<file path="config.mk">
export PLATFORM = sky130hd
export DESIGN_NAME = rssi_sweep_bin_max_packer_unit_flat
export DESIGN_NICKNAME = d
export VERILOG_FILES = /design/src/hw/rtl/rssi_bmp_pkg.sv /design/src/hw/rtl/rssi_bmp_if.sv /design/src/hw/rtl/rssi_bmp_regs.sv /design/src/hw/rtl/rssi_bmp_pack.sv /design/src/hw/rtl/rssi_bmp_serial.sv /design/src/hw/rtl/rssi_sweep_bin_max_packer_unit.sv /design/src/flat_wrapper.sv
export SDC_FILE = /design/constraint.sdc
export NUM_CORES = 1
export LEC_CHECK = 0
export ABC_CLOCK_PERIOD_IN_PS = 16500
export BUFFER_PORTS_ARGS = -buffer_cell sky130_fd_sc_hd__buf_2
export CAP_MARGIN = 0
export CELL_PAD_IN_SITES_DETAIL_PLACEMENT = 1
export CELL_PAD_IN_SITES_GLOBAL_PLACEMENT = 1
export CORE_ASPECT_RATIO = 0.8
export CORE_UTILIZATION = 30
export CTS_CLUSTER_DIAMETER = 40
export CTS_CLUSTER_SIZE = 40
export DETAILED_ROUTE_END_ITERATION = 8
export GPL_TIMING_DRIVEN = 1
export PLACE_DENSITY_LB_ADDON = 0.1
export SYNTH_ARGS = -nofsm -noshare
export SYNTH_HDL_FRONTEND = slang
export SYNTH_SLANG_ARGS = --single-unit
</file>
<file path="constraint.sdc">
create_clock -name i_clk -period 16.5 [get_ports i_clk]
set_input_delay 2.475 -clock i_clk [delete_from_list [all_inputs] [get_ports i_clk]]
set_output_delay 2.475 -clock i_clk [all_outputs]
set_load 0.01 [all_outputs]
</file>
<file path="src/hw/rtl/rssi_bmp_pkg.sv">
// Package for the RSSI sweep bin-max packer: constants, register indexes,
// configuration and byte-burst types, and the RSSI-to-byte mapping.
// No dependencies.
`default_nettype none

package rssi_bmp_pkg;

    // Message geometry
    localparam int MaxMsgBytes = 128;
    localparam int HdrBytes    = 11;
    localparam int BurstMax    = 12;       // header plus one bin on a one-sample sweep
    localparam int BurstCntW   = $clog2(BurstMax + 1);
    localparam int SumW        = 24;       // running sums wrap at this width
    localparam int BinCntW     = 7;

    // APB register map (index = paddr[4:2])
    localparam int PaddrW = 5;
    localparam logic [2:0] RegSampleCount = 3'd0;
    localparam logic [2:0] RegByteBudget  = 3'd1;
    localparam logic [2:0] RegTypeCode    = 3'd2;
    localparam logic [2:0] RegStartKhz    = 3'd3;
    localparam logic [2:0] RegEndKhz      = 3'd4;

    typedef struct packed {
        logic [15:0] sample_count;
        logic [7:0]  byte_budget;
        logic [7:0]  type_code;
        logic [31:0] start_khz;
        logic [31:0] end_khz;
    } t_cfg;

    // Bytes produced by one sample, head at index 0
    typedef struct packed {
        logic [BurstMax-1:0][7:0] bytes;
        logic [BurstMax-1:0]      lasts;
        logic [BurstCntW-1:0]     cnt;
    } t_burst;

    // 255 for non-negative samples, else sample+255 floored at 0
    function automatic logic [7:0] map_rssi(input logic signed [15:0] s);
        logic signed [16:0] sum;
        begin
            sum = 17'(s) + 17'sd255;
            if (!s[15]) begin
                map_rssi = 8'hFF;
            end else if (sum[16]) begin
                map_rssi = 8'h00;
            end else begin
                map_rssi = sum[7:0];
            end
        end
    endfunction

endpackage

`default_nettype wire

</file>
<file path="src/hw/rtl/rssi_bmp_if.sv">
// Valid/ready channel interfaces for the RSSI packer: sample input and
// message byte output. Depends on nothing.
`default_nettype none

interface rssi_bmp_in_if;
    logic               valid;
    logic               ready;
    logic signed [15:0] rssi;

    modport source (output valid, output rssi, input ready);
    modport sink   (input valid, input rssi, output ready);
endinterface

interface rssi_bmp_out_if;
    logic       valid;
    logic       ready;
    logic [7:0] out_byte;
    logic       last;

    modport source (output valid, output out_byte, output last, input ready);
    modport sink   (input valid, input out_byte, input last, output ready);
endinterface

`default_nettype wire

</file>
<file path="src/hw/rtl/rssi_bmp_regs.sv">
// APB configuration registers of the RSSI packer.
// Depends on rssi_bmp_pkg.
`default_nettype none

module rssi_bmp_regs (
    input  wire logic                        i_clk,
    input  wire logic                        i_rst_n,
    input  wire logic                        psel,
    input  wire logic                        penable,
    input  wire logic                        pwrite,
    input  wire logic [rssi_bmp_pkg::PaddrW-1:0] paddr,
    input  wire logic [31:0]                 pwdata,
    output logic [31:0]                      prdata,
    output logic                             pready,
    output rssi_bmp_pkg::t_cfg               o_cfg
);
    import rssi_bmp_pkg::*;

    t_cfg       r_cfg;
    logic       wr_en;
    logic [2:0] reg_idx;

    assign pready  = 1'b1;
    assign reg_idx = paddr[4:2];
    assign wr_en   = psel && penable && pwrite;
    assign o_cfg   = r_cfg;

    // Register writes
    always_ff @(posedge i_clk) begin
        if (!i_rst_n) begin
            r_cfg.sample_count <= 16'd1;
            r_cfg.byte_budget  <= 8'd128;
            r_cfg.type_code    <= 8'd0;
            r_cfg.start_khz    <= 32'd0;
            r_cfg.end_khz      <= 32'd0;
        end else if (wr_en) begin
            case (reg_idx)
                RegSampleCount: r_cfg.sample_count <= pwdata[15:0];
                RegByteBudget:  r_cfg.byte_budget  <= pwdata[7:0];
                RegTypeCode:    r_cfg.type_code    <= pwdata[7:0];
                RegStartKhz:    r_cfg.start_khz    <= pwdata;
                RegEndKhz:      r_cfg.end_khz      <= pwdata;
                default: ;
            endcase
        end
    end

    // Read mux
    always_comb begin
        case (reg_idx)
            RegSampleCount: prdata = {16'd0, r_cfg.sample_count};
            RegByteBudget:  prdata = {24'd0, r_cfg.byte_budget};
            RegTypeCode:    prdata = {24'd0, r_cfg.type_code};
            RegStartKhz:    prdata = r_cfg.start_khz;
            RegEndKhz:      prdata = r_cfg.end_khz;
            default:        prdata = 32'd0;
        endcase
    end

endmodule

`default_nettype wire

</file>
<file path="src/hw/rtl/rssi_bmp_pack.sv">
// Sample input register, sweep state and the single-pass logic that turns
// one sample into its burst of message bytes. Depends on rssi_bmp_pkg.
`default_nettype none

module rssi_bmp_pack (
    input  wire logic               i_clk,
    input  wire logic               i_rst_n,
    input  wire rssi_bmp_pkg::t_cfg i_cfg,
    input  wire logic               i_valid,
    input  wire logic signed [15:0] i_rssi,
    output logic                    o_ready,
    input  wire logic               i_can_load,
    output logic                    o_load,
    output rssi_bmp_pkg::t_burst    o_burst
);
    import rssi_bmp_pkg::*;

    // Input register
    logic               r_in_vld;
    logic signed [15:0] r_in_rssi;

    // Sweep state
    logic [15:0]        r_idx;
    logic [7:0]         r_peak;
    logic [BinCntW-1:0] r_bins;
    logic [SumW-1:0]    r_sis;
    logic [SumW-1:0]    r_nb;

    logic [15:0]        n_idx;
    logic [7:0]         n_peak;
    logic [BinCntW-1:0] n_bins;
    logic [SumW-1:0]    n_sis;
    logic [SumW-1:0]    n_nb;

    logic [15:0]        cnt_eff;
    logic [7:0]         budget;
    logic [3:0]         hdr_len;
    logic [7:0]         rem_full;
    logic [6:0]         rem;
    logic               is_first;
    logic [7:0]         eff_peak;
    logic [BinCntW-1:0] eff_bins;
    logic [SumW-1:0]    eff_sis;
    logic [SumW-1:0]    eff_nb;
    logic               mid;
    logic               mid_emit;
    logic [BinCntW-1:0] bins1;
    logic [SumW-1:0]    nb1;
    logic [7:0]         mapped;
    logic [7:0]         peak2;
    logic               fin;
    logic               fin_emit;
    logic [3:0]         hlen;
    logic [7:0]         hdr [HdrBytes];

    assign o_ready = !r_in_vld || i_can_load;
    assign o_load  = r_in_vld && i_can_load;

    // Input register
    always_ff @(posedge i_clk) begin
        if (!i_rst_n) begin
            r_in_vld <= 1'b0;
        end else if (o_ready) begin
            r_in_vld <= i_valid;
        end
    end

    always_ff @(posedge i_clk) begin
        if (o_ready && i_valid) begin
            r_in_rssi <= i_rssi;
        end
    end

    // Header bytes, little-endian fields
    always_comb begin
        hdr[0]  = i_cfg.type_code;
        hdr[1]  = i_cfg.sample_count[7:0];
        hdr[2]  = i_cfg.sample_count[15:8];
        hdr[3]  = i_cfg.start_khz[7:0];
        hdr[4]  = i_cfg.start_khz[15:8];
        hdr[5]  = i_cfg.start_khz[23:16];
        hdr[6]  = i_cfg.start_khz[31:24];
        hdr[7]  = i_cfg.end_khz[7:0];
        hdr[8]  = i_cfg.end_khz[15:8];
        hdr[9]  = i_cfg.end_khz[23:16];
        hdr[10] = i_cfg.end_khz[31:24];
    end

    // Per-sample step: header, bin boundary, pooling, end of sweep
    always_comb begin
        cnt_eff = (i_cfg.sample_count == 16'd0) ? 16'd1 : i_cfg.sample_count;
        budget  = (i_cfg.byte_budget > 8'(MaxMsgBytes)) ? 8'(MaxMsgBytes)
                                                         : i_cfg.byte_budget;
        hdr_len = (budget < 8'(HdrBytes)) ? budget[3:0] : 4'(HdrBytes);
        rem_full = budget - {4'd0, hdr_len};
        rem      = ({8'd0, rem_full} > cnt_eff) ? cnt_eff[6:0] : rem_full[6:0];

        is_first = (r_idx == 16'd0);
        eff_peak = is_first ? 8'd0 : r_peak;
        eff_bins = is_first ? '0 : r_bins;
        eff_sis  = is_first ? '0 : r_sis;
        eff_nb   = is_first ? {8'd0, cnt_eff} : r_nb;

        // Close the current bin at a boundary
        mid      = (eff_sis >= eff_nb);
        mid_emit = mid && (({4'd0, hdr_len} + {1'b0, eff_bins}) < budget);
        bins1    = eff_bins + BinCntW'(mid_emit);
        nb1      = mid_emit ? (eff_nb + {8'd0, cnt_eff}) : eff_nb;

        // Max pooling of the mapped sample
        mapped = map_rssi(r_in_rssi);
        peak2  = mid ? mapped : ((mapped > eff_peak) ? mapped : eff_peak);

        fin      = (({1'b0, r_idx} + 17'd1) >= {1'b0, cnt_eff});
        fin_emit = fin && (({4'd0, hdr_len} + {1'b0, bins1}) < budget);

        // Next state
        if (fin) begin
            n_idx  = 16'd0;
            n_peak = 8'd0;
            n_bins = '0;
            n_sis  = '0;
            n_nb   = '0;
        end else begin
            n_idx  = r_idx + 16'd1;
            n_peak = peak2;
            n_bins = bins1;
            n_sis  = eff_sis + {17'd0, rem};
            n_nb   = nb1;
        end

        // Burst assembly: header, then the closed bin, then the final bin
        hlen = is_first ? hdr_len : 4'd0;
        for (int p = 0; p < BurstMax; p++) begin
            if (4'(p) < hlen) begin
                o_burst.bytes[p] = hdr[p % HdrBytes];
                o_burst.lasts[p] = (8'(p + 1) == budget);
            end else if (4'(p) == hlen && mid_emit) begin
                o_burst.bytes[p] = eff_peak;
                o_burst.lasts[p] = 1'b0;
            end else begin
                o_burst.bytes[p] = peak2;
                o_burst.lasts[p] = 1'b1;
            end
        end
        o_burst.cnt = hlen + BurstCntW'(mid_emit) + BurstCntW'(fin_emit);
    end

    // Sweep state update on each loaded sample
    always_ff @(posedge i_clk) begin
        if (!i_rst_n) begin
            r_idx  <= 16'd0;
            r_peak <= 8'd0;
            r_bins <= '0;
            r_sis  <= '0;
            r_nb   <= '0;
        end else if (o_load) begin
            r_idx  <= n_idx;
            r_peak <= n_peak;
            r_bins <= n_bins;
            r_sis  <= n_sis;
            r_nb   <= n_nb;
        end
    end

endmodule

`default_nettype wire

</file>
<file path="src/hw/rtl/rssi_bmp_serial.sv">
// Result register for one sample's byte burst, shifted out one byte per
// accepted output request. Depends on rssi_bmp_pkg.
`default_nettype none

module rssi_bmp_serial (
    input  wire logic                 i_clk,
    input  wire logic                 i_rst_n,
    input  wire logic                 i_load,
    input  wire rssi_bmp_pkg::t_burst i_burst,
    output logic                      o_can_load,
    output logic                      o_valid,
    input  wire logic                 i_ready,
    output logic [7:0]                o_byte,
    output logic                      o_last
);
    import rssi_bmp_pkg::*;

    logic [BurstMax-1:0][7:0] r_bytes;
    logic [BurstMax-1:0]      r_lasts;
    logic [BurstCntW-1:0]     r_cnt;
    logic                     take;

    assign o_valid    = (r_cnt != '0);
    assign take       = o_valid && i_ready;
    assign o_can_load = (r_cnt == '0) || ((r_cnt == BurstCntW'(1)) && i_ready);
    assign o_byte     = r_bytes[0];
    assign o_last     = r_lasts[0];

    // Byte count
    always_ff @(posedge i_clk) begin
        if (!i_rst_n) begin
            r_cnt <= '0;
        end else if (i_load) begin
            r_cnt <= i_burst.cnt;
        end else if (take) begin
            r_cnt <= r_cnt - BurstCntW'(1);
        end
    end

    // Burst shift register
    always_ff @(posedge i_clk) begin
        if (i_load) begin
            r_bytes <= i_burst.bytes;
            r_lasts <= i_burst.lasts;
        end else if (take) begin
            for (int p = 0; p < BurstMax - 1; p++) begin
                r_bytes[p] <= r_bytes[p+1];
                r_lasts[p] <= r_lasts[p+1];
            end
        end
    end

endmodule

`default_nettype wire

</file>
<file path="src/hw/rtl/rssi_sweep_bin_max_packer_unit.sv">
// RSSI sweep bin-max packer: top level. An accepted sample waits in the input
// register until the byte shift register loads its burst, whose first byte is
// then valid. Throughput: one sample per cycle while each gives at most one
// byte and the receiver is ready; a sample that gives more bytes holds the
// byte shift register until all are taken (up to 12 on the first sample of a
// sweep). Reset (synchronous, active low) clears the sweep state and restores
// the register defaults. Depends on rssi_bmp_pkg, rssi_bmp_if, regs, pack, serial.
`default_nettype none

module rssi_sweep_bin_max_packer_unit (
    input  wire logic                            i_clk,
    input  wire logic                            i_rst_n,
    rssi_bmp_in_if.sink                          i_in,
    rssi_bmp_out_if.source                       o_out,
    input  wire logic                            psel,
    input  wire logic                            penable,
    input  wire logic                            pwrite,
    input  wire logic [rssi_bmp_pkg::PaddrW-1:0] paddr,
    input  wire logic [31:0]                     pwdata,
    output logic [31:0]                          prdata,
    output logic                                 pready
);
    import rssi_bmp_pkg::*;

    t_cfg   cfg;
    t_burst burst;
    logic   load;
    logic   can_load;

    rssi_bmp_regs u_regs (
        .i_clk   (i_clk),
        .i_rst_n (i_rst_n),
        .psel    (psel),
        .penable (penable),
        .pwrite  (pwrite),
        .paddr   (paddr),
        .pwdata  (pwdata),
        .prdata  (prdata),
        .pready  (pready),
        .o_cfg   (cfg)
    );

    rssi_bmp_pack u_pack (
        .i_clk      (i_clk),
        .i_rst_n    (i_rst_n),
        .i_cfg      (cfg),
        .i_valid    (i_in.valid),
        .i_rssi     (i_in.rssi),
        .o_ready    (i_in.ready),
        .i_can_load (can_load),
        .o_load     (load),
        .o_burst    (burst)
    );

    rssi_bmp_serial u_serial (
        .i_clk      (i_clk),
        .i_rst_n    (i_rst_n),
        .i_load     (load),
        .i_burst    (burst),
        .o_can_load (can_load),
        .o_valid    (o_out.valid),
        .i_ready    (o_out.ready),
        .o_byte     (o_out.out_byte),
        .o_last     (o_out.last)
    );

endmodule

`default_nettype wire

</file>
<file path="src/flat_wrapper.sv">
// flat-port wrapper written by rule: the top's interface ports become plain ports
module rssi_sweep_bin_max_packer_unit_flat import rssi_bmp_pkg::*;
  (i_clk, i_rst_n, psel, penable, pwrite, paddr, pwdata, prdata, pready, i_in_valid, i_in_rssi, i_in_ready, o_out_valid, o_out_out_byte, o_out_last, o_out_ready);
  rssi_bmp_in_if i_in_i ();
  rssi_bmp_out_if o_out_i ();
  input  wire logic i_clk;
  input  wire logic i_rst_n;
  input  wire logic psel;
  input  wire logic penable;
  input  wire logic pwrite;
  input  wire logic [rssi_bmp_pkg::PaddrW-1:0] paddr;
  input  wire logic [31:0] pwdata;
  output logic [31:0] prdata;
  output logic pready;
  input wire logic [$bits(i_in_i.valid)-1:0] i_in_valid;
  input wire logic [$bits(i_in_i.rssi)-1:0] i_in_rssi;
  output wire logic [$bits(i_in_i.ready)-1:0] i_in_ready;
  output wire logic [$bits(o_out_i.valid)-1:0] o_out_valid;
  output wire logic [$bits(o_out_i.out_byte)-1:0] o_out_out_byte;
  output wire logic [$bits(o_out_i.last)-1:0] o_out_last;
  input wire logic [$bits(o_out_i.ready)-1:0] o_out_ready;
  assign i_in_i.valid = i_in_valid;
  assign i_in_i.rssi = i_in_rssi;
  assign i_in_ready = i_in_i.ready;
  assign o_out_valid = o_out_i.valid;
  assign o_out_out_byte = o_out_i.out_byte;
  assign o_out_last = o_out_i.last;
  assign o_out_i.ready = o_out_ready;
  rssi_sweep_bin_max_packer_unit u_core (.i_clk(i_clk), .i_rst_n(i_rst_n), .i_in(i_in_i), .o_out(o_out_i), .psel(psel), .penable(penable), .pwrite(pwrite), .paddr(paddr), .pwdata(pwdata), .prdata(prdata), .pready(pready));
endmodule
</file>
[Yosys cells after proc, flatten, opt, wreduce, memory -nomap -nowiden]
Index checks and enable logic that the tools add are counted.
Operators by class
  reductions and logical operators: 35
  add/sub/neg operators: 12
  order comparisons: 20
  equal/unequal tests: 28
  multiplexer cells: 74
Operators by type and width (count)
  $mux 8: 31
  $mux 88: 2
  $pmux 32 s5: 1
  $mux 24: 5
  $eq 4x8->1 const A: 5
  $eq 3x8->1 const A: 4
  $logic_not 16->1: 2
  $mux 16: 2
  $add 24x16->24: 1
  $add 24x7->24: 1
  $ge 24x24->1: 1
  $mux 1: 24
  $mux 11: 2
  $mux 7: 3
  $logic_and 1x1->1: 20
  $add 16x1->17 const B: 1
  $add 16x9->17 const B: 1
  $ge 17x16->1: 1
  $add 16x1->16 const B: 1
  $add 4x7->8: 2
  $eq 2x8->1 const A: 2
  $eq 3x4->1 const A: 4
  $eq 4x4->1 const A: 4
  $gt 8x16->1: 1
  other kinds (27): 48
Word-level totals
  bits of input ports: 60
  output and inout bits: 44
  word-level logic and storage cells: 196
  register bits: 304

[Longest topological paths before layout]
  depth after elaboration: 13
  gate-level depth with buffers: 42
  mapped depth without buffers: 38

[Cells and area by module]
A second synthesis with hierarchy kept.
Second synthesis, totals
  cells, all modules: 2045
  area, all modules: 19033.3 um^2
By module, submodules not included
  rssi_bmp_pack: area each 9965.8 um^2, sequential area each 2082.0 um^2, cells an instance 1342, instances 1
  rssi_bmp_serial: area each 4780.8 um^2, sequential area each 3323.2 um^2, cells an instance 264, instances 1
  rssi_bmp_regs: area each 4286.6 um^2, sequential area each 1921.8 um^2, cells an instance 439, instances 1

[Worst setup path before layout]
No wires, ideal clock.
  path kind: register to register
  start: register u_core.u_pack.r_idx[0]
  end: register u_core.u_serial.r_cnt[2]
  period minus slack after synthesis: 7530 ps
  buffers on the path: 4
  arrival: 7333 ps
  required time: 16303 ps
  cell stages (with the launch flop): 41
  setup time: 197 ps
  slack: 8970 ps
  cells stage by stage: dfxtp_1 -> inv_1 -> ha_1 -> nor4b_4 -> nand4_1 -> clkbuf_1 -> clkbuf_1 -> and2_1 -> ha_1 -> a41o_1 -> a21oi_1 -> nor2b_1 -> o21ai_0 -> xor2_1 -> nor2_1 -> ha_1 -> and4_1 -> nand2_1 -> [5 not listed] -> clkbuf_1 -> ha_1 -> ha_1 -> inv_1 -> fa_1 -> inv_1 -> ha_1 -> a21oi_1 -> maj3_1 -> o21ai_0 -> nand3_1 -> nand2_1 -> a211oi_1 -> fa_1 -> ha_1 -> xor2_1 -> o21ai_0 -> a21oi_1
On the way
  word-level cells in the longest chain between the ends: 11
  elaborated cells between the ends (all ways): 18
  classes of those cells: 6 x add/sub; 4 x order compare; 5 x mux; 3 x reduce/logical
RTL lines
  start: declaration: line rssi_bmp_pack.sv:23  | logic [15:0] r_idx;
  start signal: assignment: line rssi_bmp_pack.sv:158  | r_idx <= n_idx;
  $logic_not 16->1: line rssi_bmp_pack.sv:98  | is_first = (r_idx == 16'd0);
  $mux 7: line rssi_bmp_pack.sv:100  | eff_bins = is_first ? '0 : r_bins;
  $add 4x7->8: line rssi_bmp_pack.sv:106  | mid_emit = mid && (({4'd0, hdr_len} + {1'b0, eff_bins}) < budget);
  $lt 8x8->1: line rssi_bmp_pack.sv:106
  $logic_and 1x1->1: line rssi_bmp_pack.sv:106
  $add 7x1->7: line rssi_bmp_pack.sv:107  | bins1 = eff_bins + BinCntW'(mid_emit);
  $add 4x7->8: line rssi_bmp_pack.sv:115  | fin_emit = fin && (({4'd0, hdr_len} + {1'b0, bins1}) < budget);
  $lt 8x8->1: line rssi_bmp_pack.sv:115
  $logic_and 1x1->1: line rssi_bmp_pack.sv:115
  $add 4x1->4 (*): line rssi_bmp_pack.sv:146  | o_burst.cnt = hlen + BurstCntW'(mid_emit) + BurstCntW'(fin_emit);
  $mux 4 (*): line rssi_bmp_serial.sv:33  | end else if (i_load) begin
  end signal: assignment: line rssi_bmp_serial.sv:34  | r_cnt <= i_burst.cnt;
  end signal: assignment: line rssi_bmp_serial.sv:36  | r_cnt <= r_cnt - BurstCntW'(1);
  end: declaration: line rssi_bmp_serial.sv:20  | logic [BurstCntW-1:0] r_cnt;
Mark *: on every way between the ends. The rest lies on a longest branch, timed or not.
A chain may end at the register's enable or synchronous reset.

[Final worst setup path]
  start: register u_core.u_regs.r_cfg, in the netlist u_core.u_regs.o_cfg[79]
  end: register u_core.u_serial.r_cnt[0]
On the way
  word-level cells in the longest chain between the ends: 13
  elaborated cells between the ends (all ways): 15
  classes of those cells: 5 x add/sub; 4 x order compare; 4 x mux; 2 x reduce/logical
RTL lines
  start: declaration: line rssi_bmp_regs.sv:19  | t_cfg r_cfg;
  $gt 8x8->1: line rssi_bmp_pack.sv:92  | budget = (i_cfg.byte_budget > 8'(MaxMsgBytes)) ? 8'(MaxMsgBytes)
  $mux 8 (*): line rssi_bmp_pack.sv:92
  $lt 8x4->1: line rssi_bmp_pack.sv:94  | hdr_len = (budget < 8'(HdrBytes)) ? budget[3:0] : 4'(HdrBytes);
  $mux 4: line rssi_bmp_pack.sv:94
  $add 4x7->8: line rssi_bmp_pack.sv:106
  $lt 8x8->1: line rssi_bmp_pack.sv:106
  $logic_and 1x1->1: line rssi_bmp_pack.sv:106
  $add 7x1->7: line rssi_bmp_pack.sv:107
  $add 4x7->8: line rssi_bmp_pack.sv:115
  $lt 8x8->1: line rssi_bmp_pack.sv:115
  $logic_and 1x1->1: line rssi_bmp_pack.sv:115
  $add 4x1->4 (*): line rssi_bmp_pack.sv:146
  $mux 4 (*): line rssi_bmp_serial.sv:33
Marks and branches as above.

==> impl_results.md <==
* Post-synthesis xor/xnor area fraction at 2.76%
* Post-Synth Adder-Cell Area at 7.94%
* DRC Markers at 0
* Setup TNS Final at 0 ns
* Syn-to-layout area delta at 19.2%
* FF-to-FF Start: u_core.u_regs.o_cfg[79]
* Smallest hold slack at 0.448 ns
* Worst-Skew Late Latency at 0.61 ns
* Slowest-stage cell, CP: a221oi_1
* CP endpoint: u_core.u_serial.r_cnt[0]
* Routing usage on met3 at 4.31%
* Die area at 62200 sq um
* Crit path launch type: flip-flop
* Max cap viols at 0
* Worst IR drop on VDD at 0.0000854 V
* Status: finished clean
* CTS tree: yes
* Area contributors post-synth: edfxtp_1 (20%), dfxtp_1 (20%), ha_1 (7.3%)
* Post-Synth Simple-Gate Area at 19.2%
* CTS Root Cell: clkbuf_16
* Min-Delay Path Class: flip-flop to flip-flop
* Routing usage on met1 at 37.0%
* Yosys top cell area share at 20.3%
* Clock Skew at 0.0358 ns
* Top Ports at 104
* N_diodes at 0
* Longest Clk Path Bufs at 3
* Synth Flop Type: dfxtp_1
* Sequential area share after synthesis at 39.9%
* Antenna-violating nets left at 0
* Cell area after layout at 21900 sq um
* Mux cell area share after synthesis at 2.89%
* Crit path from: u_core.u_regs.o_cfg[79]
* GR peak layer: met1
* Post-CTS Setup Bufs at 0
* CTS buffer count at 68
* P_leak at 8.39 nW
* Layout cells sized above 1 at 13.7%
* Clock-pin transition on the worst setup and hold timing paths at 0.04 ns
* Syn_area_per_cell at 8.65 sq um
* FF-to-FF End: u_core.u_serial.r_cnt[0]
* Largest stage delay, worst path at 0.86 ns
* NumNets Final at 2346
* Hold-fix buffers at CTS at 0
* Largest net degree at the start of global routing at 88
* Clock power frac at 44.9%
* Vias in the first global route at 16.6k
* GR Overflow Total at 0
* Layout Utilization at 36.5%
* Fillers at 6964
* Netlist Area Pre-Place at 18400 sq um
* Critical path type: flip-flop to flip-flop
* Htree depth at 3
* Post-DP Area at 19500 sq um
* Multi-input gate area in the final layout at 10200 sq um
* NetSw at 0.00101 W
* Initial antenna violation count at 1
* Post-synth top area cell: edfxtp_1
* Yosys reg bits at 304
* Fmax achieved at 102 MHz
* Sink Count at 304
* R2r worst-path depth at 35
* Hold Vio Cnt, Final at 0
* Part of the power in registers at 34.6%
* Drt initial violations at 1294
* Routed length per instance at 24.3 um
* Vias per std cell at 5.55
* Post-synth top cells: nand2_1 (322), dfxtp_1 (180), o21ai_0 (145)
* Internal Power at 0.00212 W
* Initial DRT Pass Iterations at 5
* Global-route wire length before repair at 109 mm
* PostCTS Resize Cnt at 0
* Largest family of logic cells by synthesized area: compound AO/OA/AOI/OAI gates
* Comb power frac at 20.5%
* Measured slew at the worst slew-check pin at 1.26 ns
* GRT Util Overall at 23.4%
* Worst reg2reg setup slack at 6.68 ns
* Synth warn at 0
* Crit-path max FO at 21
* Flip-flop and latch area at 7330 sq um
* Setup-failing EPs final at 0
* Net Count, Synth at 2295
* Placer Congestion at 0.844
* Tcrit/Tclk final at 59.5%
* Crit path DAT at 10.29 ns
* Slew Limit Headroom at 15.3%
* Crit path required time at 16.98 ns
* Overall power after layout at 0.00313 W
* Switching Share at 32.4%
* Die X at 279 um
* Die height at 223 um
* Initial Utilization at 30.6%
* Post-synth EDFFs at 124
* CP Capture Type: flip-flop
* Core Rows at 80
* PD cells at 143 nW/um^2
* Port Buf Inserts at 100
* Max-slew violations at 0
* Mapped Cells at 2123
* Minimum clock period at 9.82 ns
* WL final at 73.1 mm
* Vias at 16.7k
* Async SR Flop Fraction at 0%
* Distinct cells, synth at 79
* DP HPWL at 52.2 mm
* RSZ-0062 raised after global routing: no
* Core footprint at 60100 sq um
* Most frequent cell after synthesis: nand2_1
* Area fraction in compound gates after synthesis at 22.3%
* Most used cell, CP: ha_1
* M2 GR Usage at 32.2%
[stage by stage]
stage	worst slack, ns	instances
global route	6.06	3008
floorplan	8.97	2123
global placement	6.87	2883
detailed placement	6.86	2883
CTS	6.76	3008
finish	6.68	3008
[cells by family after synthesis]
logic type	count (synthesis)
and+or+nand+nor	744
AOI/OAI and AO/OA	622
DFF	304
buffers and inverters	228
adders and majority gates	114
xor gates and xnor gates	58
muxes	51
other	2
[critical path: cells and delay by family (launching register included)]
kind                       cells  cell delay (ns)
adders and majority gates      7             2.31
AOI/OAI and AO/OA             12             3.46
xor gates and xnor gates       3             0.53
buffers and inverters          1             0.43
and+or+nand+nor               12             2.48
DFF                            1             0.46
[cell usage in the layout, fill, tap and decap left out, types with 24 or more instances in the layout]
cell       count
buf_2         99
nor2_1       122
a21boi_0      98
nand3_1       61
a22oi_1       87
xor2_1        29
edfxtp_1     124
buf_4         32
and2_1        39
inv_1         75
clkbuf_16     70
nor2b_1       43
nand2_1      321
o22ai_1       30
a22o_1        24
mux2i_1       30
xnor2_1       29
nor3_1        32
o21ai_0      145
dfxtp_1      180
ha_1         107
a21oi_1       95
[metal layers]
metal  vias up  share of wire (%)
met5         -              0.011
met4         2                1.7
met3        86                5.6
met2       427                 39
met1      8396                 53
li1       7777                  -
[worst min-delay path by stage]
stage               slack (ns)                    end  cells past startpoint                  start
CTS                       0.45  u_core.u_pack.r_nb[7]                      2  u_core.u_pack.r_nb[7]
global route              0.49  u_core.u_pack.r_nb[2]                      1  u_core.u_pack.r_nb[2]
floorplan                 0.42  u_core.u_pack.r_nb[0]                      2  u_core.u_pack.r_nb[0]
finish                    0.45  u_core.u_pack.r_nb[7]                      2  u_core.u_pack.r_nb[7]
detailed placement        0.44  u_core.u_pack.r_nb[7]                      2  u_core.u_pack.r_nb[7]
global placement          0.44  u_core.u_pack.r_nb[7]                      2  u_core.u_pack.r_nb[7]
[area by class of cell]
class                           instances  area share (%)
Timing Repair Buffer                  131            3.36
Inverter                               78            1.34
Multi-Input combinational cell       1591            46.6
Clock buffer                           85            8.58
Clock inverter                         40            2.16
Tap cell                              779            4.45
Sequential cell                       304            33.5
[power by group through the flow]
stage | clock network [W] | registers, W | logic, W
floorplan | 0 | 0.00106 | 0.000404
global placement | 0 | 0.00109 | 0.000628
detailed placement | 0 | 0.00109 | 0.000634
CTS | 0.00143 | 0.00108 | 0.000637
global route | 0.00146 | 0.00109 | 0.000693
finish | 0.00141 | 0.00108 | 0.000642
[flip-flops by register name, summed over array words and instances, names as in the netlist]
register / flops
u_core.u_serial.r_lasts: 12
u_core.u_pack.r_in_vld: 1
u_core.u_serial.r_cnt: 4
u_core.u_pack.r_idx: 16
u_core.u_serial.o_byte: 8
u_core.u_pack.r_bins: 7
u_core.u_pack.r_nb: 24
u_core.u_pack.r_sis: 24
u_core.u_pack.r_in_rssi: 16
u_core.u_serial.r_bytes: 88
u_core.u_regs.o_cfg: 96
u_core.u_pack.r_peak: 8
Power figures use the tool's default switching activity.
